$ cat src/rtl/lt_pkg.sv
// Shared types and constants for the line tracer steering sequencer.
// Depends on nothing; used by lt_seq, lt_drive and the top level.
`default_nettype none

package lt_pkg;

  // Item kinds on the input channel.
  localparam logic OP_SAMPLE = 1'b0;
  localparam logic OP_TICK   = 1'b1;

  // Configuration register indexes.
  typedef enum logic [2:0] {
    CFG_CROSS_LOCKOUT = 3'd0,
    CFG_SETTLE        = 3'd1,
    CFG_PWM_PERIOD    = 3'd2,
    CFG_SERVO_MID     = 3'd3,
    CFG_SERVO_STEP    = 3'd4
  } lt_cfg_idx_t;

  // Register reset values.
  localparam logic [15:0] RST_CROSS_LOCKOUT = 16'd500;
  localparam logic [15:0] RST_SETTLE        = 16'd100;
  localparam logic [15:0] RST_PWM_PERIOD    = 16'd24575;
  localparam logic [11:0] RST_SERVO_MID     = 12'd2240;
  localparam logic [5:0]  RST_SERVO_STEP    = 6'd13;

  // Sensors that take part in normal tracing decisions.
  localparam logic [7:0] SENSOR_MASK = 8'hE7;

  // Largest 8-bit cross accumulation that is not a full crossline.
  localparam logic [7:0] CROSS_FULL_LIMIT = 8'hFD;

  // floor(x / 100) equals (x * RECIP_100) >> 30 for every x below 2**23.
  localparam logic [23:0] RECIP_100 = 24'd10737419;

  typedef enum logic [4:0] {
    MODE_TRACE  = 5'd0,
    MODE_HOLDL  = 5'd1,
    MODE_HOLDR  = 5'd2,
    MODE_XDET   = 5'd3,
    MODE_XCLS   = 5'd4,
    MODE_XWAIT  = 5'd5,
    MODE_XSLOW  = 5'd6,
    MODE_LPRE   = 5'd7,
    MODE_LTURN  = 5'd8,
    MODE_LEND   = 5'd9,
    MODE_RPRE   = 5'd10,
    MODE_RTURN  = 5'd11,
    MODE_REND   = 5'd12,
    MODE_RCWAIT = 5'd13,
    MODE_RCSLOW = 5'd14,
    MODE_RCEND  = 5'd15,
    MODE_LCWAIT = 5'd16,
    MODE_LCSLOW = 5'd17,
    MODE_LCEND  = 5'd18
  } lt_mode_t;

  // Steering command from the sequencer to the compare value datapath.
  // The angle is two's complement.
  typedef struct packed {
    logic        drive;
    logic [6:0]  angle;
    logic [6:0]  lpct;
    logic [6:0]  rpct;
    lt_mode_t    mode;
  } lt_cmd_t;

endpackage

`default_nettype wire

$ cat src/rtl/lt_seq.sv
// Steering sequencer: mode register, cross accumulator, settle and lockout counters.
// Depends on lt_pkg. Produces one lt_cmd_t per accepted item.
`default_nettype none

module lt_seq
  import lt_pkg::*;
(
  input  wire logic        clk,
  input  wire logic        rst,
  input  wire logic        step,
  input  wire logic        operation,
  input  wire logic [7:0]  sensor_bits,
  input  wire logic [15:0] cross_lockout_ms,
  input  wire logic [15:0] settle_ms,
  output lt_cmd_t          cmd
);

  lt_mode_t    mode_reg, mode_reg_next;
  logic [7:0]  cross_seen, cross_seen_next;
  logic        left_mark_seen, left_mark_seen_next;
  logic        right_mark_seen, right_mark_seen_next;
  logic [15:0] settle_count, settle_count_next;
  logic        lockout_active, lockout_active_next;
  logic [15:0] lockout_count, lockout_count_next;

  logic [7:0]  s;
  logic [7:0]  m;
  logic        is_sample;
  logic        cross_ok;
  logic        left_off;
  logic        right_off;
  logic        settled;
  logic        cls_full, cls_left, cls_right;
  logic        xslow_left, xslow_right;
  logic [7:0]  xdet_acc;
  logic        xdet_left, xdet_right;
  logic [15:0] lockout_inc;

  assign s         = sensor_bits;
  assign m         = sensor_bits & SENSOR_MASK;
  assign is_sample = (operation == OP_SAMPLE);
  assign cross_ok  = !lockout_active &&
                     (s == 8'hF8 || s == 8'h1F || s == 8'h0F || s == 8'h3F ||
                      s == 8'h7F || s == 8'hFF);
  assign left_off  = (m == 8'h04 || m == 8'h06 || m == 8'h07 || m == 8'h03);
  assign right_off = (m == 8'h20 || m == 8'h60 || m == 8'hE0 || m == 8'hC0);
  assign settled   = (settle_count > settle_ms);

  assign cls_full  = (cross_seen > CROSS_FULL_LIMIT);
  assign cls_left  = (cross_seen == 8'hFC || cross_seen == 8'hF8 || cross_seen == 8'hF0 ||
                      cross_seen == 8'h78 || cross_seen == 8'hE0);
  assign cls_right = (cross_seen == 8'h07 || cross_seen == 8'h0F || cross_seen == 8'h1F ||
                      cross_seen == 8'h1E || cross_seen == 8'h3F);

  assign xslow_left  = (s == 8'd240 || s == 8'd248 || s == 8'd224 || s == 8'd252);
  assign xslow_right = (s == 8'd15 || s == 8'd31 || s == 8'd7 || s == 8'd3);

  assign xdet_acc   = cross_seen | s;
  assign xdet_left  = left_mark_seen | s[5];
  assign xdet_right = right_mark_seen | s[2];

  assign lockout_inc = (lockout_count != 16'hFFFF) ? lockout_count + 16'd1 : lockout_count;

  // Next mode.
  always_comb begin
    mode_reg_next = mode_reg;
    if (step && is_sample) begin
      unique case (mode_reg)
        MODE_TRACE: begin
          if (cross_ok) begin
            mode_reg_next = MODE_XDET;
          end else if (m == 8'h03) begin
            mode_reg_next = MODE_HOLDL;
          end else if (m == 8'hC0) begin
            mode_reg_next = MODE_HOLDR;
          end
        end
        MODE_HOLDL: begin
          if (cross_ok) mode_reg_next = MODE_XDET;
          else if (m == 8'h06) mode_reg_next = MODE_TRACE;
        end
        MODE_HOLDR: begin
          if (cross_ok) mode_reg_next = MODE_XDET;
          else if (m == 8'h60) mode_reg_next = MODE_TRACE;
        end
        MODE_XDET: begin
          if ((xdet_left && !s[5]) || (xdet_right && !s[2])) mode_reg_next = MODE_XCLS;
        end
        MODE_XCLS: begin
          if (cls_full) mode_reg_next = MODE_XWAIT;
          else if (cls_left) mode_reg_next = MODE_LCWAIT;
          else if (cls_right) mode_reg_next = MODE_RCWAIT;
          else mode_reg_next = MODE_TRACE;
        end
        MODE_XWAIT:  if (settled) mode_reg_next = MODE_XSLOW;
        MODE_XSLOW: begin
          if (xslow_left) mode_reg_next = MODE_LPRE;
          else if (xslow_right) mode_reg_next = MODE_RPRE;
        end
        MODE_LPRE:   if (s == 8'd0) mode_reg_next = MODE_LTURN;
        MODE_LTURN: begin
          if (s == 8'd192 || s == 8'd64 || s == 8'd128) mode_reg_next = MODE_LEND;
        end
        MODE_LEND:   if (s == 8'h20) mode_reg_next = MODE_TRACE;
        MODE_RPRE:   if (s == 8'd0) mode_reg_next = MODE_RTURN;
        MODE_RTURN: begin
          if (s == 8'd3 || s == 8'd2 || s == 8'd1) mode_reg_next = MODE_REND;
        end
        MODE_REND:   if (s == 8'h04 || s == 8'h06) mode_reg_next = MODE_TRACE;
        MODE_RCWAIT: if (settled) mode_reg_next = MODE_RCSLOW;
        MODE_RCSLOW: if (s == 8'd0) mode_reg_next = MODE_RCEND;
        MODE_RCEND: begin
          if (s == 8'd32 || s == 8'd64 || s == 8'd96 || s == 8'd112 || s == 8'd192) begin
            mode_reg_next = MODE_TRACE;
          end
        end
        MODE_LCWAIT: if (settled) mode_reg_next = MODE_LCSLOW;
        MODE_LCSLOW: if (s == 8'd0) mode_reg_next = MODE_LCEND;
        MODE_LCEND: begin
          if (s == 8'd1 || s == 8'd2 || s == 8'd3 || s == 8'd4 || s == 8'd6 || s == 8'd7) begin
            mode_reg_next = MODE_TRACE;
          end
        end
        default: mode_reg_next = mode_reg;
      endcase
    end
  end

  // Steering command for the item.
  always_comb begin
    cmd.drive = 1'b0;
    cmd.angle = 7'sd0;
    cmd.lpct  = 7'd0;
    cmd.rpct  = 7'd0;
    cmd.mode  = mode_reg_next;
    if (is_sample) begin
      unique case (mode_reg)
        MODE_TRACE: begin
          if (!cross_ok) begin
            cmd.drive = 1'b1;
            unique case (m)
              8'h00: begin cmd.angle = 7'd0;            cmd.lpct = 7'd75; cmd.rpct = 7'd75; end
              8'h04: begin cmd.angle = 7'd5;            cmd.lpct = 7'd70; cmd.rpct = 7'd70; end
              8'h06: begin cmd.angle = 7'd18;           cmd.lpct = 7'd50; cmd.rpct = 7'd28; end
              8'h07: begin cmd.angle = 7'd23;           cmd.lpct = 7'd40; cmd.rpct = 7'd23; end
              8'h03: begin cmd.angle = 7'd29;           cmd.lpct = 7'd30; cmd.rpct = 7'd17; end
              8'h20: begin cmd.angle = 7'(-7'sd5);      cmd.lpct = 7'd70; cmd.rpct = 7'd70; end
              8'h60: begin cmd.angle = 7'(-7'sd18);     cmd.lpct = 7'd28; cmd.rpct = 7'd50; end
              8'hE0: begin cmd.angle = 7'(-7'sd23);     cmd.lpct = 7'd23; cmd.rpct = 7'd40; end
              8'hC0: begin cmd.angle = 7'(-7'sd29);     cmd.lpct = 7'd17; cmd.rpct = 7'd30; end
              default: cmd.drive = 1'b0;
            endcase
          end
        end
        MODE_XCLS: begin
          cmd.drive = cls_full || cls_left || cls_right;
        end
        MODE_XSLOW: begin
          if (!xslow_left && !xslow_right) begin
            if (m == 8'h00) begin
              cmd.drive = 1'b1; cmd.angle = 7'd0; cmd.lpct = 7'd35; cmd.rpct = 7'd35;
            end else if (left_off) begin
              cmd.drive = 1'b1; cmd.angle = 7'd3; cmd.lpct = 7'd30; cmd.rpct = 7'd30;
            end else if (right_off) begin
              cmd.drive = 1'b1; cmd.angle = 7'(-7'sd3); cmd.lpct = 7'd30; cmd.rpct = 7'd30;
            end
          end
        end
        MODE_LTURN: begin
          cmd.drive = 1'b1; cmd.angle = 7'(-7'sd40); cmd.lpct = 7'd0; cmd.rpct = 7'd35;
        end
        MODE_RTURN: begin
          cmd.drive = 1'b1; cmd.angle = 7'd47; cmd.lpct = 7'd51; cmd.rpct = 7'd0;
        end
        MODE_RCSLOW: begin
          if (s == 8'd0) begin
            cmd.drive = 1'b1; cmd.angle = 7'd20; cmd.lpct = 7'd40; cmd.rpct = 7'd31;
          end else if (m == 8'h00) begin
            cmd.drive = 1'b1; cmd.angle = 7'd0; cmd.lpct = 7'd30; cmd.rpct = 7'd30;
          end else if (left_off) begin
            cmd.drive = 1'b1; cmd.angle = 7'd8; cmd.lpct = 7'd35; cmd.rpct = 7'd30;
          end else if (right_off) begin
            cmd.drive = 1'b1; cmd.angle = 7'(-7'sd8); cmd.lpct = 7'd30; cmd.rpct = 7'd35;
          end
        end
        MODE_LCSLOW: begin
          if (s == 8'd0) begin
            cmd.drive = 1'b1; cmd.angle = 7'(-7'sd15); cmd.lpct = 7'd31; cmd.rpct = 7'd40;
          end else if (m == 8'h00) begin
            cmd.drive = 1'b1; cmd.angle = 7'd0; cmd.lpct = 7'd30; cmd.rpct = 7'd30;
          end else if (left_off) begin
            cmd.drive = 1'b1; cmd.angle = 7'd8; cmd.lpct = 7'd30; cmd.rpct = 7'd25;
          end else if (right_off) begin
            cmd.drive = 1'b1; cmd.angle = 7'(-7'sd8); cmd.lpct = 7'd25; cmd.rpct = 7'd30;
          end
        end
        default: cmd.drive = 1'b0;
      endcase
    end
  end

  // Cross accumulator, mark flags, settle and lockout counters.
  always_comb begin
    cross_seen_next      = cross_seen;
    left_mark_seen_next  = left_mark_seen;
    right_mark_seen_next = right_mark_seen;
    settle_count_next    = settle_count;
    lockout_active_next  = lockout_active;
    lockout_count_next   = lockout_count;
    if (step) begin
      if (!is_sample) begin
        if (settle_count != 16'hFFFF) settle_count_next = settle_count + 16'd1;
        if (lockout_active) begin
          lockout_count_next = lockout_inc;
          if (lockout_inc > cross_lockout_ms) lockout_active_next = 1'b0;
        end else begin
          lockout_count_next = 16'd0;
        end
      end else begin
        unique case (mode_reg)
          MODE_TRACE, MODE_HOLDL, MODE_HOLDR: begin
            if (cross_ok) begin
              cross_seen_next      = 8'd0;
              left_mark_seen_next  = 1'b0;
              right_mark_seen_next = 1'b0;
            end
          end
          MODE_XDET: begin
            cross_seen_next      = xdet_acc;
            left_mark_seen_next  = xdet_left;
            right_mark_seen_next = xdet_right;
          end
          MODE_XCLS: begin
            if (cls_full || cls_left || cls_right) settle_count_next = 16'd0;
          end
          MODE_XWAIT, MODE_RCWAIT, MODE_LCWAIT: begin
            if (settled) settle_count_next = 16'd0;
          end
          MODE_RCSLOW, MODE_LCSLOW: begin
            if (s == 8'd0) settle_count_next = 16'd0;
          end
          MODE_RCEND: begin
            if (s == 8'd32 || s == 8'd64 || s == 8'd96 || s == 8'd112 || s == 8'd192) begin
              lockout_active_next = 1'b1;
            end
          end
          MODE_LCEND: begin
            if (s == 8'd1 || s == 8'd2 || s == 8'd3 || s == 8'd4 || s == 8'd6 || s == 8'd7) begin
              lockout_active_next = 1'b1;
            end
          end
          default: cross_seen_next = cross_seen;
        endcase
      end
    end
  end

  always_ff @(posedge clk) begin
    if (rst) begin
      mode_reg        <= MODE_TRACE;
      cross_seen      <= 8'd0;
      left_mark_seen  <= 1'b0;
      right_mark_seen <= 1'b0;
      settle_count    <= 16'd0;
      lockout_active  <= 1'b0;
      lockout_count   <= 16'd0;
    end else begin
      mode_reg        <= mode_reg_next;
      cross_seen      <= cross_seen_next;
      left_mark_seen  <= left_mark_seen_next;
      right_mark_seen <= right_mark_seen_next;
      settle_count    <= settle_count_next;
      lockout_active  <= lockout_active_next;
      lockout_count   <= lockout_count_next;
    end
  end

endmodule

`default_nettype wire

$ cat src/rtl/lt_drive.sv
// Compare value datapath: servo and motor compare values from a steering command.
// Depends on lt_pkg. Two register stages; the last one holds the values between commands.
`default_nettype none

module lt_drive
  import lt_pkg::*;
(
  input  wire logic        clk,
  input  wire logic        rst,
  input  wire logic        load_mul,
  input  wire logic        load_out,
  input  wire lt_cmd_t     cmd,
  input  wire logic [15:0] pwm_period,
  input  wire logic [11:0] servo_mid,
  input  wire logic [5:0]  servo_step,
  output logic [11:0]      servo_compare,
  output logic [15:0]      left_duty,
  output logic [15:0]      right_duty,
  output lt_mode_t         mode
);

  // Product stage.
  logic               mul_drive;
  lt_mode_t           mul_mode;
  logic signed [12:0] mul_servo;
  logic [22:0]        mul_left;
  logic [22:0]        mul_right;

  logic signed [13:0] servo_diff;
  logic [11:0]        servo_sat;
  logic [46:0]        left_scaled;
  logic [46:0]        right_scaled;

  always_ff @(posedge clk) begin
    if (load_mul) begin
      mul_drive <= cmd.drive;
      mul_mode  <= cmd.mode;
      mul_servo <= $signed({{6{cmd.angle[6]}}, cmd.angle}) * $signed({7'd0, servo_step});
      mul_left  <= {7'd0, pwm_period} * {16'd0, cmd.lpct};
      mul_right <= {7'd0, pwm_period} * {16'd0, cmd.rpct};
    end
  end

  // The servo value is clamped to the 12-bit compare range; the divide by
  // one hundred is a reciprocal multiply that is exact for 23-bit products.
  assign servo_diff   = $signed({2'b00, servo_mid}) - {mul_servo[12], mul_servo};
  assign left_scaled  = {24'd0, mul_left} * {23'd0, RECIP_100};
  assign right_scaled = {24'd0, mul_right} * {23'd0, RECIP_100};

  always_comb begin
    if (servo_diff < 14'sd0) begin
      servo_sat = 12'd0;
    end else if (servo_diff > 14'sd4095) begin
      servo_sat = 12'hFFF;
    end else begin
      servo_sat = servo_diff[11:0];
    end
  end

  always_ff @(posedge clk) begin
    if (rst) begin
      servo_compare <= RST_SERVO_MID;
      left_duty     <= 16'd0;
      right_duty    <= 16'd0;
      mode          <= MODE_TRACE;
    end else if (load_out) begin
      mode <= mul_mode;
      if (mul_drive) begin
        servo_compare <= servo_sat;
        left_duty     <= left_scaled[45:30];
        right_duty    <= right_scaled[45:30];
      end
    end
  end

endmodule

`default_nettype wire

$ cat src/rtl/line_tracer_steering_fsm_core.sv
// Top level of the line tracer steering sequencer with its configuration registers.
// Depends on lt_pkg, lt_seq and lt_drive.
`default_nettype none

// The block takes one beat per cycle on the input channel while in_ready is
// high: a sensor sample (operation 0, eight active-high line sensors) or a
// one-millisecond tick (operation 1). Every beat yields exactly one result
// beat carrying the held servo compare, the left and right motor compare
// values and the sequencer mode reached after that beat. The sequencer
// updates its state as the beat is taken and its command is registered, the
// next stage forms the angle-times-step and period-times-percent products, and
// the last stage clamps the servo value, divides the motor products by one
// hundred and updates the held outputs. The three stages advance independently,
// so a full pipeline sustains one beat per cycle while out_ready is high and
// empty stages absorb a stalled output. Configuration writes are taken at any
// time (cfg_ready is always high) but must only be issued while no beats are in
// flight; indexes beyond the register list are ignored. After reset the servo
// output holds the reset center value and both motor outputs are zero.
module line_tracer_steering_fsm_core
  import lt_pkg::*;
(
  input  wire logic        clk,
  input  wire logic        rst,
  input  wire logic        in_valid,
  output logic             in_ready,
  input  wire logic        operation,
  input  wire logic [7:0]  sensor_bits,
  output logic             out_valid,
  input  wire logic        out_ready,
  output logic [11:0]      servo_compare,
  output logic [15:0]      left_duty,
  output logic [15:0]      right_duty,
  output logic [4:0]       mode,
  input  wire logic        cfg_valid,
  output logic             cfg_ready,
  input  wire logic [2:0]  cfg_index,
  input  wire logic [15:0] cfg_data
);

  logic [15:0] cross_lockout_ms;
  logic [15:0] settle_ms;
  logic [15:0] pwm_period;
  logic [11:0] servo_mid;
  logic [5:0]  servo_step;

  logic        accept;
  logic        cmd_valid, mul_valid;
  logic        cmd_en, mul_en, out_en;
  lt_cmd_t     seq_cmd;
  lt_cmd_t     cmd;
  lt_mode_t    mode_out;

  assign cfg_ready = 1'b1;

  // Configuration registers.
  always_ff @(posedge clk) begin
    if (rst) begin
      cross_lockout_ms <= RST_CROSS_LOCKOUT;
      settle_ms        <= RST_SETTLE;
      pwm_period       <= RST_PWM_PERIOD;
      servo_mid        <= RST_SERVO_MID;
      servo_step       <= RST_SERVO_STEP;
    end else if (cfg_valid && cfg_ready) begin
      unique case (cfg_index)
        CFG_CROSS_LOCKOUT: cross_lockout_ms <= cfg_data;
        CFG_SETTLE:        settle_ms        <= cfg_data;
        CFG_PWM_PERIOD:    pwm_period       <= cfg_data;
        CFG_SERVO_MID:     servo_mid        <= cfg_data[11:0];
        CFG_SERVO_STEP:    servo_step       <= cfg_data[5:0];
        default:           servo_step       <= servo_step;
      endcase
    end
  end

  // Each stage moves when it is empty or when the stage after it moves.
  assign out_en   = !out_valid || out_ready;
  assign mul_en   = !mul_valid || out_en;
  assign cmd_en   = !cmd_valid || mul_en;
  assign in_ready = cmd_en;
  assign accept   = in_valid && in_ready;

  always_ff @(posedge clk) begin
    if (rst) begin
      cmd_valid <= 1'b0;
      mul_valid <= 1'b0;
      out_valid <= 1'b0;
    end else begin
      if (cmd_en) cmd_valid <= accept;
      if (mul_en) mul_valid <= cmd_valid;
      if (out_en) out_valid <= mul_valid;
    end
  end

  lt_seq u_seq (
    .clk              (clk),
    .rst              (rst),
    .step             (accept),
    .operation        (operation),
    .sensor_bits      (sensor_bits),
    .cross_lockout_ms (cross_lockout_ms),
    .settle_ms        (settle_ms),
    .cmd              (seq_cmd)
  );

  // Command register between the sequencer and the product stage.
  always_ff @(posedge clk) begin
    if (accept) cmd <= seq_cmd;
  end

  lt_drive u_drive (
    .clk           (clk),
    .rst           (rst),
    .load_mul      (cmd_valid && mul_en),
    .load_out      (mul_valid && out_en),
    .cmd           (cmd),
    .pwm_period    (pwm_period),
    .servo_mid     (servo_mid),
    .servo_step    (servo_step),
    .servo_compare (servo_compare),
    .left_duty     (left_duty),
    .right_duty    (right_duty),
    .mode          (mode_out)
  );

  assign mode = mode_out;

endmodule

`default_nettype wire

$ cat config.mk
export PLATFORM = sky130hd
export DESIGN_NAME = line_tracer_steering_fsm_core
export DESIGN_NICKNAME = d
export VERILOG_FILES = /design/src/rtl/lt_pkg.sv /design/src/rtl/lt_seq.sv /design/src/rtl/lt_drive.sv /design/src/rtl/line_tracer_steering_fsm_core.sv
export SDC_FILE = /design/constraint.sdc
export NUM_CORES = 2
export LEC_CHECK = 0
export ABC_AREA = 1
export BUFFER_PORTS_ARGS = -buffer_cell sky130_fd_sc_hd__buf_2
export CORE_UTILIZATION = 50
export CTS_CLUSTER_DIAMETER = 40
export CTS_CLUSTER_SIZE = 12
export DETAILED_ROUTE_END_ITERATION = 6
export PLACE_DENSITY = 0.73
export SYNTH_ARGS = -nofsm -noshare
export SYNTH_HDL_FRONTEND = slang
export SYNTH_SLANG_ARGS = --single-unit
$ cat constraint.sdc
create_clock -name clk -period 10.5 [get_ports clk]
set_clock_uncertainty 0.1 [all_clocks]
set_input_delay 1.05 -clock clk [delete_from_list [all_inputs] [get_ports clk]]
set_output_delay 1.05 -clock clk [all_outputs]
set_load 0.02 [all_outputs]
==> results.yml <==
yosys:
  synthMuxAreaShare: 0
  synthSimpleGateAreaFrac: 0.170
  synth-xor-area-share: 0.0218
  ys_seq_area_frac: 0.146
  synth_compound_gate_area_share: 0.0848
  netlist_area_mm2: 0.0415
  synth_cell_types: 57
  ys_warn_count: 0
  synthAdderAreaFrac: 0.459
  synth_top_family_by_area: "adder cells"
  syn-instance-count: 5135
  avgSynthCellArea_um2: 8.08
  syn_nets: 6357
  synth_seq_cells: 257
finish:
  largest_reg_flops: 26
  drive_gt1_frac: 0.0518
  regMostFlops: "cmd"
  fill_cells: 7658
  nets: 6405
  multi_input_area_mm2: 0.0305
  register_area_mm2: 0.00606
  area_growth_pct: 8.02
  design_area_mm2: 0.0448
  reg_top3: "cmd x26, u_drive.mul_left x23, u_drive.mul_right x23"
  antenna_cells: 0
critical_path:
  critPathSlowestCell: "edfxtp_1"
  regToRegSetupSlack_ns: 4.18
  cp_max_fo: 7
  crit_path_max_incr_delay_ns: 0.60
  crit_chain: "inv_1 > fa_1 > inv_1 > fa_1 > inv_1 > fa_1 > fa_1 > inv_1 > fa_1 > fa_1 > inv_1 > fa_1 > inv_1 > ha_1 > nand2_1 > nor2_1 > nand2_1 > nor4_1 > nand3_1 > nand4_1 > nand3_1 > nand2_1 > inv_1"
  r2r_cells: 23
  start_kind: "register"
  timing.rr.start: "u_drive.mul_left[6]"
  path_class: "register to register"
  r2r_end: "u_drive.left_duty[12]"
  critPathRequiredTime_ns: 10.90
  worstPathArrival_ns: 6.72
  crit_path_end_kind: "register"
timing:
  period_share: 0.602
  grt_setup_unrepaired: "false"
  setup_violations: 0
  min_period_ns: 6.32
  relSlewSlack: 0.306
  worst_pin_slew_ns: 1.04
  fin_ws_ns: 4.18
  hold_viol_final: 0
  timing.final.max_slew_violations: 0
  max_freq_ghz: 0.158
  fin_setup_tns_ns: 0
detailed_routing:
  dr.first_iter.drc_count: 1918
  vias: 33138
  wl_mm: 110
  drt_first_pass_iters: 7
  wl_per_cell_um: 17.5
  via_per_inst: 5.26
  route.detailed.drc: 16
  ant_nets: 0
placed_design:
  dp_hpwl_mm: 93.9
  gp_congestion: 1.01
  place_area_mm2: 0.0429
  numPortBuffers: 83
  pre_cts_ws_ns: 4.12
clocking:
  cts_tree: "built"
  cts_root_buffer: "clkbuf_16"
  clk_latency_ns: 0.63
  cts_max_level: 2
  post-cts-setup-buffers: 0
  cts_hold_buf: 0
  cts_max_path_buffers: 3
  clk_pin_slew_worst_paths_ns: 0.05
  cts_resized: 0
  clock_sinks: 257
  cts_inserted_buffers: 52
outcome:
  outcome: "complete, but fails checks"
  violations: "design-rule violations"
worst_hold_path:
  hold_start: "cmd[3]"
  hold_path_depth: 0
  hp-class: "register to register"
  hold_path_end: "u_drive.mul_mode[3]"
floorplanning:
  die_x_um: 290
  coreArea_mm2: 0.0821
  dieArea_mm2: 0.0841
  die_h_um: 290
  start_util: 0.505
  core.rowCount: 105
  io-pin-count: 85
global_routing:
  grt_max_degree: 99
  antenna_found_initial: 1
  grt_use_total: 0.266
  grt_overflow_total: 0
  grt_first_pass_wirelength_mm: 180
  grt_pass1_vias: 34372
job:
  maxCapViolations: 0
synthesized netlist by cell type (all sizes together):
| library cell | instances | area share |
|---|---|---|
| and2 | 7 | 0.0011 |
| xor2 | 73 | 0.015 |
| edfxtp | 91 | 0.066 |
| or3 | 1 | 0.00015 |
| a21boi | 9 | 0.0016 |
| dfxtp | 166 | 0.080 |
| o21ai | 200 | 0.025 |
| nand2 | 969 | 0.090 |
| nor3b | 3 | 0.00054 |
| xnor2 | 30 | 0.0063 |
| ha | 633 | 0.19 |
| o211ai | 15 | 0.0027 |
| o31ai | 4 | 0.00072 |
| o2111ai | 1 | 0.00021 |
| nand3b | 2 | 0.00036 |
| clkbuf | 85 | 0.0077 |
| o41ai | 1 | 0.00021 |
| o211a | 1 | 0.00024 |
| o22ai | 6 | 0.00091 |
| nand3 | 205 | 0.026 |
| a41oi | 1 | 0.00021 |
| a21oi | 284 | 0.035 |
| o21bai | 30 | 0.0055 |
| a211oi | 3 | 0.00054 |
| inv | 1193 | 0.11 |
| buf | 10 | 0.0019 |
| nor2 | 360 | 0.035 |
| a21o | 16 | 0.0029 |
| or2 | 5 | 0.00075 |
| a31oi | 14 | 0.0021 |
| fa | 556 | 0.27 |
| nor3 | 43 | 0.0056 |
| nor4 | 13 | 0.0021 |
| conb | 1 | 0.000090 |
| clkinv | 3 | 0.00027 |
| nand4 | 61 | 0.0092 |
| and3 | 1 | 0.00015 |
| o21a | 39 | 0.0071 |
layer usage:
layer  part of all wire  global-route usage  vias to the layer above
li1                   -                   -                    16130
met1               0.44               0.348                    15951
met2               0.48               0.460                      884
met3              0.053              0.0344                      171
met4              0.030              0.0802                        2
met5           0.000091                   0                        -
worst max-delay path by stage:
stage	from	endpoint	cells after the start
2_1_floorplan	u_drive.mul_right[6]	u_drive.right_duty[8]	26
3_3_place_gp	u_drive.mul_left[6]	u_drive.left_duty[12]	23
3_5_place_dp	u_drive.mul_left[6]	u_drive.left_duty[12]	23
4_1_cts	u_drive.mul_left[6]	u_drive.left_duty[12]	23
5_1_grt	u_drive.mul_left[6]	u_drive.left_duty[12]	23
6_report	u_drive.mul_left[6]	u_drive.left_duty[12]	23
cell usage in the layout (no fill, tap or decap), types with 9 or more instances in the layout:
cell type,instances
nand4_1,61
a21oi_2,10
inv_2,19
nor3_1,40
nor2_1,344
o21a_1,39
o21bai_1,29
buf_2,83
xor2_1,73
dfxtp_1,166
fa_1,556
o21ai_0,188
a21oi_1,274
edfxtp_1,91
a21boi_0,9
nand2_1,944
nor4_1,12
ha_1,633
xnor2_1,30
nand3_1,200
a21o_1,16
a31oi_1,14
inv_1,1176
o211ai_1,15
nand2_2,22
o21ai_1,9
clkbuf_16,52
metrics by stage:
step           instances   util  hold WS (ns)
2_1_floorplan       5135      -         0.300
3_3_place_gp        6199  0.522         0.301
3_5_place_dp        6199  0.522         0.305
4_1_cts             6297  0.546         0.316
5_1_grt             6297  0.546         0.321
6_report            6297  0.546         0.314
layout make-up:
cell class                      instances  area share
Clock inverter                         34      0.0111
Sequential cell                       257       0.135
Clock buffer                           64      0.0318
Timing Repair Buffer                   89      0.0103
Tap cell                             1070      0.0299
Multi-Input combinational cell       3587       0.681
Inverter                             1196       0.100
logic make-up (layout without fill, tap and decap cells):
kind of cell    after synthesis  count (layout)
compound gates              624             624
xor+xnor                    103             103
fa+ha+maj                  1189            1189
buf+inv                    1291            1383
flops                       257             257
other cells                   1               1
simple gates               1670            1670
worst max-delay path: cells and delay by family, from the launching register on:
kind	cells	cell delay [ns]
buffers and inverters	7	0.47
AND/OR/NAND/NOR	8	1.25
flip-flops	1	0.60
adder cells (fa/ha/maj)	8	3.79
Power is not shown: default switching activity piles up to over one toggle a cycle in this logic, so the estimate is an artifact.
